$ cat src/hdl/met_pkg.sv
// shared constants, codes and types of the magnetic encoder angle tracker
package met_pkg;

  localparam int ANGLE_BITS     = 14;
  localparam int TURN_BITS      = 16;
  localparam int WORD_BITS      = 16;
  localparam int POS_BITS       = 30;
  localparam int VEL_BITS       = 40;
  localparam int DIFF_BITS      = POS_BITS + 1;
  localparam int SCALE_BITS     = 10;
  localparam int MAG_BITS       = DIFF_BITS + SCALE_BITS;
  localparam int STATUS_BITS    = 2;
  localparam int SCORE_BITS     = 8;
  localparam int CFG_INDEX_BITS = 1;
  localparam int DIV_STEPS      = MAG_BITS;
  localparam int STEP_BITS      = $clog2(DIV_STEPS);
  localparam int HALF_TURN      = 1 << (ANGLE_BITS - 1);

  localparam logic [SCALE_BITS-1:0] VEL_SCALE   = SCALE_BITS'(1000);
  localparam logic [SCORE_BITS:0]   SCORE_STEP  = (SCORE_BITS + 1)'(10);
  localparam logic [SCORE_BITS-1:0] SCORE_LIMIT = SCORE_BITS'(100);
  localparam logic [SCORE_BITS-1:0] SCORE_MAX   = {SCORE_BITS{1'b1}};

  localparam logic [WORD_BITS-1:0] NO_MAGNET_RESET = WORD_BITS'(2);
  localparam logic [WORD_BITS-1:0] PARITY_RESET    = WORD_BITS'(1);

  typedef enum logic [STATUS_BITS-1:0] {
    ST_RUNNING = 2'd0,
    ST_OFFLINE = 2'd1,
    ST_PARITY  = 2'd2
  } sensor_status_t;

  typedef enum logic [CFG_INDEX_BITS-1:0] {
    REG_NO_MAGNET_MASK = 1'b0,
    REG_PARITY_MASK    = 1'b1
  } cfg_reg_t;

  typedef enum logic [1:0] {
    S_IDLE,
    S_MUL,
    S_DIV,
    S_DONE
  } fsm_state_t;

  typedef struct packed {
    logic start;
  } div_ctl_t;

  typedef struct packed {
    logic busy;
    logic done;
  } div_stat_t;

endpackage

$ cat src/hdl/met_div.sv
// bit-serial restoring divider, one quotient bit per cycle
module met_div (
  input  logic                           clk,
  input  logic                           rst,
  input  met_pkg::div_ctl_t              ctl,
  input  logic [met_pkg::MAG_BITS-1:0]   dividend,
  input  logic [met_pkg::WORD_BITS-1:0]  divisor,
  output met_pkg::div_stat_t             stat,
  output logic [met_pkg::MAG_BITS-1:0]   quotient
);
  import met_pkg::*;

  logic                 busy;
  logic                 done;
  logic [STEP_BITS-1:0] step;
  logic [WORD_BITS-1:0] divisor_q;
  logic [WORD_BITS-1:0] rem;
  logic [MAG_BITS-1:0]  dvd;
  logic [WORD_BITS:0]   trial;

  // shift in the next dividend bit and try to take the divisor out
  assign trial = {rem, dvd[MAG_BITS-1]} - {1'b0, divisor_q};

  always_ff @(posedge clk) begin
    if (rst) begin
      busy <= 1'b0;
      done <= 1'b0;
      step <= '0;
    end else begin
      done <= 1'b0;
      if (ctl.start) begin
        busy <= 1'b1;
        step <= '0;
      end else if (busy) begin
        step <= step + 1'b1;
        if (step == STEP_BITS'(DIV_STEPS - 1)) begin
          busy <= 1'b0;
          done <= 1'b1;
        end
      end
    end
  end

  always_ff @(posedge clk) begin
    if (ctl.start) begin
      dvd       <= dividend;
      rem       <= '0;
      divisor_q <= divisor;
    end else if (busy) begin
      if (!trial[WORD_BITS]) begin
        rem <= trial[WORD_BITS-1:0];
        dvd <= {dvd[MAG_BITS-2:0], 1'b1};
      end else begin
        rem <= {rem[WORD_BITS-2:0], dvd[MAG_BITS-1]};
        dvd <= {dvd[MAG_BITS-2:0], 1'b0};
      end
    end
  end

  assign stat.busy = busy;
  assign stat.done = done;
  assign quotient  = dvd;

endmodule

$ cat src/hdl/magnetic_encoder_angle_tracker.sv
// multi-turn angle, position and velocity tracker for a 14-bit magnetic encoder
//
//   channel  signals                                         direction
//   in       in_valid, in_stall, high_word, low_word,        request in
//            time_delta_ms
//   out      out_valid, out_stall, angle_counts,             request out
//            position_counts, velocity_cps, sensor_status,
//            parity_ok
//   cfg      cfg_write, cfg_index, cfg_data                  write only
//
// a request with a nonzero time gap and the magnet present is taken in,
// scaled by 1000 as the divider starts, divided in the serial divider
// (41 quotient bits, then a done pulse) and handed on to the output
// register; otherwise it goes straight from intake to the output register
// the output register lets the next request in while a result waits
// rst is synchronous, clears all tracking state and restores the masks
// in_stall is high while a request is in work
module magnetic_encoder_angle_tracker (
  input  logic                                clk,
  input  logic                                rst,
  input  logic                                in_valid,
  output logic                                in_stall,
  input  logic [met_pkg::WORD_BITS-1:0]       high_word,
  input  logic [met_pkg::WORD_BITS-1:0]       low_word,
  input  logic [met_pkg::WORD_BITS-1:0]       time_delta_ms,
  output logic                                out_valid,
  input  logic                                out_stall,
  output logic [met_pkg::ANGLE_BITS-1:0]      angle_counts,
  output logic signed [met_pkg::POS_BITS-1:0] position_counts,
  output logic signed [met_pkg::VEL_BITS-1:0] velocity_cps,
  output logic [met_pkg::STATUS_BITS-1:0]     sensor_status,
  output logic                                parity_ok,
  input  logic                                cfg_write,
  input  logic [met_pkg::CFG_INDEX_BITS-1:0]  cfg_index,
  input  logic [met_pkg::WORD_BITS-1:0]       cfg_data
);
  import met_pkg::*;

  localparam logic [MAG_BITS-1:0] VEL_POS_LIMIT = MAG_BITS'((64'd1 << (VEL_BITS - 1)) - 1);
  localparam logic [MAG_BITS-1:0] VEL_NEG_LIMIT = MAG_BITS'(64'd1 << (VEL_BITS - 1));
  localparam logic [VEL_BITS-1:0] VEL_MAX = {1'b0, {(VEL_BITS - 1){1'b1}}};
  localparam logic [VEL_BITS-1:0] VEL_MIN = {1'b1, {(VEL_BITS - 1){1'b0}}};

  fsm_state_t state, state_next;

  logic [WORD_BITS-1:0]   no_magnet_mask;
  logic [WORD_BITS-1:0]   parity_mask;
  logic [TURN_BITS-1:0]   turn_count;
  logic [ANGLE_BITS-1:0]  previous_angle;
  logic [POS_BITS-1:0]    previous_position;
  logic [VEL_BITS-1:0]    held_velocity;
  logic [SCORE_BITS-1:0]  error_score;
  sensor_status_t         status_reg;

  logic [ANGLE_BITS-1:0]  res_angle;
  logic [POS_BITS-1:0]    res_pos;
  logic                   res_parity;
  logic [DIFF_BITS-1:0]   diff_mag;
  logic                   vel_neg;
  logic [WORD_BITS-1:0]   dt_q;

  logic                   accept;
  logic                   out_load;
  div_ctl_t               div_ctl;
  div_stat_t              div_stat;
  logic [MAG_BITS-1:0]    div_quot;
  logic [MAG_BITS-1:0]    scaled;
  logic [VEL_BITS-1:0]    vel_sat;

  logic [ANGLE_BITS-1:0]      angle_w;
  logic signed [ANGLE_BITS:0] delta;
  logic [TURN_BITS-1:0]       turn_next;
  logic [POS_BITS-1:0]        pos_w;
  logic [DIFF_BITS-1:0]       pos_diff;
  logic                       no_magnet;
  logic                       sensor_par;
  logic                       par_ok;
  logic [SCORE_BITS:0]        score_sum;
  logic [SCORE_BITS-1:0]      score_upd;
  sensor_status_t             status_upd;

  // sample decode, turn tracking, magnet check, parity scoring and status
  always_comb begin
    angle_w = {high_word[7:0], low_word[7:2]};
    delta   = $signed({1'b0, angle_w}) - $signed({1'b0, previous_angle});
    if (delta < -HALF_TURN) begin
      turn_next = turn_count + 1'b1;
    end else if (delta > HALF_TURN) begin
      turn_next = turn_count - 1'b1;
    end else begin
      turn_next = turn_count;
    end
    pos_w    = POS_BITS'($signed({turn_next, angle_w}));
    pos_diff = {pos_w[POS_BITS-1], pos_w}
             - {previous_position[POS_BITS-1], previous_position};

    no_magnet  = |(low_word & no_magnet_mask);
    sensor_par = |(low_word & parity_mask);
    par_ok     = (^angle_w) == sensor_par;

    score_sum = {1'b0, error_score} + SCORE_STEP;
    if (!par_ok) begin
      score_upd = score_sum[SCORE_BITS] ? SCORE_MAX : score_sum[SCORE_BITS-1:0];
    end else if (error_score != '0) begin
      score_upd = error_score - 1'b1;
    end else begin
      score_upd = error_score;
    end

    if (no_magnet) begin
      status_upd = ST_OFFLINE;
    end else if (score_upd > SCORE_LIMIT) begin
      status_upd = ST_PARITY;
    end else begin
      status_upd = ST_RUNNING;
    end
  end

  // scale by 1000 right before the divider takes it: 1024 - 32 + 8
  assign scaled = (MAG_BITS'(diff_mag) << 10) - (MAG_BITS'(diff_mag) << 5)
                + (MAG_BITS'(diff_mag) << 3);

  always_comb begin
    if (vel_neg) begin
      vel_sat = (div_quot > VEL_NEG_LIMIT) ? VEL_MIN : -div_quot[VEL_BITS-1:0];
    end else begin
      vel_sat = (div_quot > VEL_POS_LIMIT) ? VEL_MAX : div_quot[VEL_BITS-1:0];
    end
  end

  met_div u_div (
    .clk      (clk),
    .rst      (rst),
    .ctl      (div_ctl),
    .dividend (scaled),
    .divisor  (dt_q),
    .stat     (div_stat),
    .quotient (div_quot)
  );

  always_comb begin
    state_next = state;
    case (state)
      S_IDLE: begin
        if (in_valid) begin
          state_next = (no_magnet || time_delta_ms == '0) ? S_DONE : S_MUL;
        end
      end
      S_MUL: state_next = S_DIV;
      S_DIV: begin
        if (div_stat.done) begin
          state_next = S_DONE;
        end
      end
      S_DONE: begin
        if (!out_valid || !out_stall) begin
          state_next = S_IDLE;
        end
      end
      default: state_next = S_IDLE;
    endcase
  end

  always_comb begin
    in_stall      = (state != S_IDLE);
    div_ctl.start = (state == S_MUL);
    out_load      = (state == S_DONE) && (!out_valid || !out_stall);
  end

  assign accept = in_valid && !in_stall;

  always_ff @(posedge clk) begin
    if (rst) begin
      state          <= S_IDLE;
      no_magnet_mask <= NO_MAGNET_RESET;
      parity_mask    <= PARITY_RESET;
    end else begin
      state <= state_next;
      if (cfg_write) begin
        case (cfg_index)
          REG_NO_MAGNET_MASK: no_magnet_mask <= cfg_data;
          REG_PARITY_MASK:    parity_mask    <= cfg_data;
          default: ;
        endcase
      end
    end
  end

  // tracking state
  always_ff @(posedge clk) begin
    if (rst) begin
      turn_count        <= '0;
      previous_angle    <= '0;
      previous_position <= '0;
      held_velocity     <= '0;
      error_score       <= '0;
      status_reg        <= ST_RUNNING;
    end else begin
      if (accept) begin
        turn_count <= turn_next;
        status_reg <= status_upd;
        if (no_magnet) begin
          previous_angle    <= '0;
          previous_position <= '0;
          held_velocity     <= '0;
        end else begin
          previous_angle    <= angle_w;
          previous_position <= pos_w;
          error_score       <= score_upd;
        end
      end
      if (state == S_DIV && div_stat.done) begin
        held_velocity <= vel_sat;
      end
    end
  end

  // per-request payload
  always_ff @(posedge clk) begin
    if (accept) begin
      res_angle  <= no_magnet ? '0 : angle_w;
      res_pos    <= no_magnet ? '0 : pos_w;
      res_parity <= par_ok;
      vel_neg    <= pos_diff[DIFF_BITS-1];
      diff_mag   <= pos_diff[DIFF_BITS-1] ? -pos_diff : pos_diff;
      dt_q       <= time_delta_ms;
    end
  end

  always_ff @(posedge clk) begin
    if (rst) begin
      out_valid <= 1'b0;
    end else if (out_load) begin
      out_valid <= 1'b1;
    end else if (!out_stall) begin
      out_valid <= 1'b0;
    end
  end

  always_ff @(posedge clk) begin
    if (out_load) begin
      angle_counts    <= res_angle;
      position_counts <= $signed(res_pos);
      velocity_cps    <= $signed(held_velocity);
      sensor_status   <= status_reg;
      parity_ok       <= res_parity;
    end
  end

  a_accept_busy: assert property (@(posedge clk) disable iff (rst)
    accept |=> in_stall)
    else $error("request taken while idle did not start work");

  a_div_done_state: assert property (@(posedge clk) disable iff (rst)
    div_stat.done |-> (state == S_DIV))
    else $error("divider finished outside the divide state");

  a_done_loads: assert property (@(posedge clk) disable iff (rst)
    (state == S_DONE && !out_valid) |=> out_valid)
    else $error("finished result not moved to the output register");

  a_div_idle: assert property (@(posedge clk) disable iff (rst)
    (state == S_IDLE) |-> !div_stat.busy)
    else $error("divider still busy while waiting for a request");

endmodule
$ cat config.mk
export PLATFORM = sky130hd
export DESIGN_NAME = magnetic_encoder_angle_tracker
export DESIGN_NICKNAME = d
export VERILOG_FILES = /design/src/hdl/met_pkg.sv /design/src/hdl/met_div.sv /design/src/hdl/magnetic_encoder_angle_tracker.sv
export SDC_FILE = /design/constraint.sdc
export NUM_CORES = 1
export LEC_CHECK = 0
export ABC_CLOCK_PERIOD_IN_PS = 19720
export BUFFER_PORTS_ARGS = -buffer_cell sky130_fd_sc_hd__clkbuf_2
export CAP_MARGIN = 30
export CORE_MARGIN = 2
export CORE_UTILIZATION = 35
export CTS_CLUSTER_SIZE = 25
export DETAILED_ROUTE_END_ITERATION = 10
export PLACE_DENSITY = 0.55
export SLEW_MARGIN = 20
export SYNTH_ARGS = -nofsm -noshare
export SYNTH_HDL_FRONTEND = slang
export SYNTH_SLANG_ARGS = --single-unit
$ cat constraint.sdc
create_clock -name clk -period 19.72 [get_ports clk]
set_input_delay 2.958 -clock clk [delete_from_list [all_inputs] [get_ports clk]]
set_output_delay 2.958 -clock clk [all_outputs]
set_load 0.02 [all_outputs]
==> impl_metrics.json <==
{
  "status": "completed",
  "postCtsSetupBuffers": 0,
  "synth.area.top_cells": "edfxtp_1, dfxtp_1, ha_1",
  "cts.path.max_buffers": 3,
  "syn_nets": 2408,
  "min_period_ns": 9.516,
  "yosysTopAreaCell": "edfxtp_1",
  "antenna_found_initial": 0,
  "ant_nets": 0,
  "arrival_ns": 9.81,
  "fin_skew_ns": 0.02425,
  "endpoint_kind": "flop",
  "critPathKind": "input port to flop",
  "met1_usage": 0.2044,
  "drive_above_1_share": 0.1388,
  "drt_wl_total_um": 49590,
  "synth_seq_cells": 364,
  "crit_path_start_kind": "input port",
  "synth_edf_count": 209,
  "critPathTopFamily": "compound AO/OA/AOI/OAI gates",
  "vias_per_cell": 5.166,
  "fp.dieW_um": 249.5,
  "finalHoldViolCount": 0,
  "ys_types": 103,
  "cts_tree": "yes",
  "slew_headroom": 0.4227,
  "portBuffers": 150,
  "drt_iter0_drc": 1198,
  "yosysTopAreaCellShare": 0.2974,
  "multi_input_area_um2": 10580,
  "drc_errors": 0,
  "async_flop_share": 0,
  "period_share": 0.4826,
  "start_util": 0.3516,
  "clk_latency_ns": 0.57,
  "cts-root-buf": "clkbuf_16",
  "crit_buf_inv": 4,
  "dieArea_um2": 62270,
  "final-setup-viol-count": 0,
  "crit_required_ns": 20.01,
  "most-common-layout-cells": "nand2_1, edfxtp_1, a21oi_1",
  "top_usage_layer": "met2",
  "crit_chain": "clkbuf_2, inv_1, ha_1, fa_1, nand2b_1, a21o_1, a21oi_1, o21ai_0, a222oi_1, o2111ai_1, and3_1, a32o_1, xnor2_1, inv_1, ha_1, nand4_1, o41a_2, o311ai_0, and3_1, o22a_1, inv_1, o21ai_0, xnor2_1",
  "hpwlAfterDp_um": 36270,
  "grt_pass1_vias": 15629,
  "tns_ns": 0,
  "hold_buffers": 0,
  "synth-main-ff-cell": "edfxtp_1",
  "max_stage_delay_ns": 0.55,
  "final_nets": 2514,
  "ios": 159,
  "core_region_area_um2": 60020,
  "clkTransAtPathRegs_ns": 0.06,
  "slowest_stage": "a222oi_1",
  "htreeDepth": 2,
  "yosysSeqAreaShare": 0.4445,
  "worst_pin_slew_ns": 0.8540,
  "rows": 90,
  "die_h_um": 249.5,
  "grt.total_usage": 0.1573,
  "rsz0062_at_grt": "no",
  "fmax_ghz": 0.1051,
  "synthCells": 2206,
  "cts_buffers": 44,
  "seq_area_um2": 9379,
  "n_antenna_cell": 0,
  "yosysWarnings": 0,
  "wl_per_cell_um": 15.84,
  "largest_reg_flops": 41,
  "grt_start_max_net_pins": 78,
  "drv_cap": 0,
  "gp_congestion": 0.8622,
  "firstDrtPassIters": 6,
  "cp_common_cell": "inv_1",
  "route.vias.total": 16171,
  "area_growth_syn_to_layout_pct": 13.47,
  "ctsResizeCount": 0,
  "hp-class": "flop to flop",
  "cts_sinks": 364,
  "report.final.slew_viol_count": 0,
  "netlist_area_um2": 21100,
  "layout_commonest_cell": "nand2_1",
  "grt_pass1_wl_um": 81070,
  "gr-usage-met2": 0.2698,
  "synth.avg_cell_area_um2": 9.565,
  "crit_fanout": 20,
  "grt.met3_usage": 0.02420,
  "fill_cells": 5987,
  "globalRouteOverflowTotal": 0
}
==> logic make-up (layout without fill, tap and decap cells) <==
group | after synthesis | count (layout) | synth area share
AOI/OAI and AO/OA | 562 | 562 | 0.1785
xor gates and xnor gates | 127 | 127 | 0.05372
adders and majority gates | 132 | 132 | 0.08752
buffers and inverters | 287 | 429 | 0.05615
DFF | 364 | 364 | 0.4445
muxes | 42 | 42 | 0.02147
and+or+nand+nor | 692 | 692 | 0.1581
==> final cells by class <==
class | count | share of cell area
clock buffers | 58 | 0.05079
clock inverters | 24 | 0.008361
inverters | 178 | 0.02801
multi-input cells | 1555 | 0.4420
flip-flops and latches | 364 | 0.3917
well taps | 782 | 0.04087
repair buffers | 169 | 0.03825
==> synthesized netlist by cell type, types with 5 or more instances <==
library cell	instances
nand2_1	253
edfxtp_1	209
a21oi_1	197
inv_1	177
dfxtp_1	155
nor2_1	148
ha_1	106
xnor2_1	83
clkbuf_1	76
o21ai_0	74
nor3_1	46
xor2_1	42
a21o_1	37
nand3_1	35
and2_1	28
a211oi_1	26
a31oi_1	26
fa_1	26
mux2_2	26
o221ai_1	24
or3_1	24
a22oi_1	23
nand4_1	22
nor2b_1	20
o21a_1	19
and3_1	18
nor4_1	18
nand2b_1	17
mux2i_1	16
buf_4	15
o211ai_1	15
o31ai_1	15
o21ai_1	11
or4_1	11
nand3b_1	10
nor3b_1	9
a31o_2	7
buf_2	7
o21bai_1	7
or2_2	7
buf_1	6
a22o_1	5
o2111ai_1	5
==> layer usage <==
metal,part of all wire,vias to the layer above
li1,-,8129
met1,0.46,7569
met2,0.47,406
met3,0.047,67
met4,0.022,0
met5,0,-
==> per-stage QoR <==
step	utilization	cell area (um^2)	hold WS [ns]	setup WS, ns	std cells
after floorplan	-	21100	0.4003	10.83	2206
after global placement	0.3747	22490	0.4054	9.743	3046
after detailed placement	0.3752	22520	0.4052	9.703	3047
after CTS	0.3988	23940	0.4167	10.29	3129
after global routing	0.3989	23940	0.4212	9.630	3130
final	0.3989	23940	0.4110	10.20	3130
==> path summary, 6_finish.rpt <==
kind,startpoint,to,slack [ns],cells past startpoint
hold / removal,res_angle[5]$_DFFE_PP_,angle_counts[5]$_DFFE_PP_,0.41,0
setup / recovery,low_word[2],diff_mag[18]$_DFFE_PP_,10.20,23
hold reg to reg,res_angle[5]$_DFFE_PP_,angle_counts[5]$_DFFE_PP_,0.41,0
setup reg to reg,previous_angle[7]$_SDFFE_PP0P_,diff_mag[18]$_DFFE_PP_,12.45,21
Power is not shown: default switching activity piles up to over one toggle a cycle in this logic, so the estimate is an artifact.
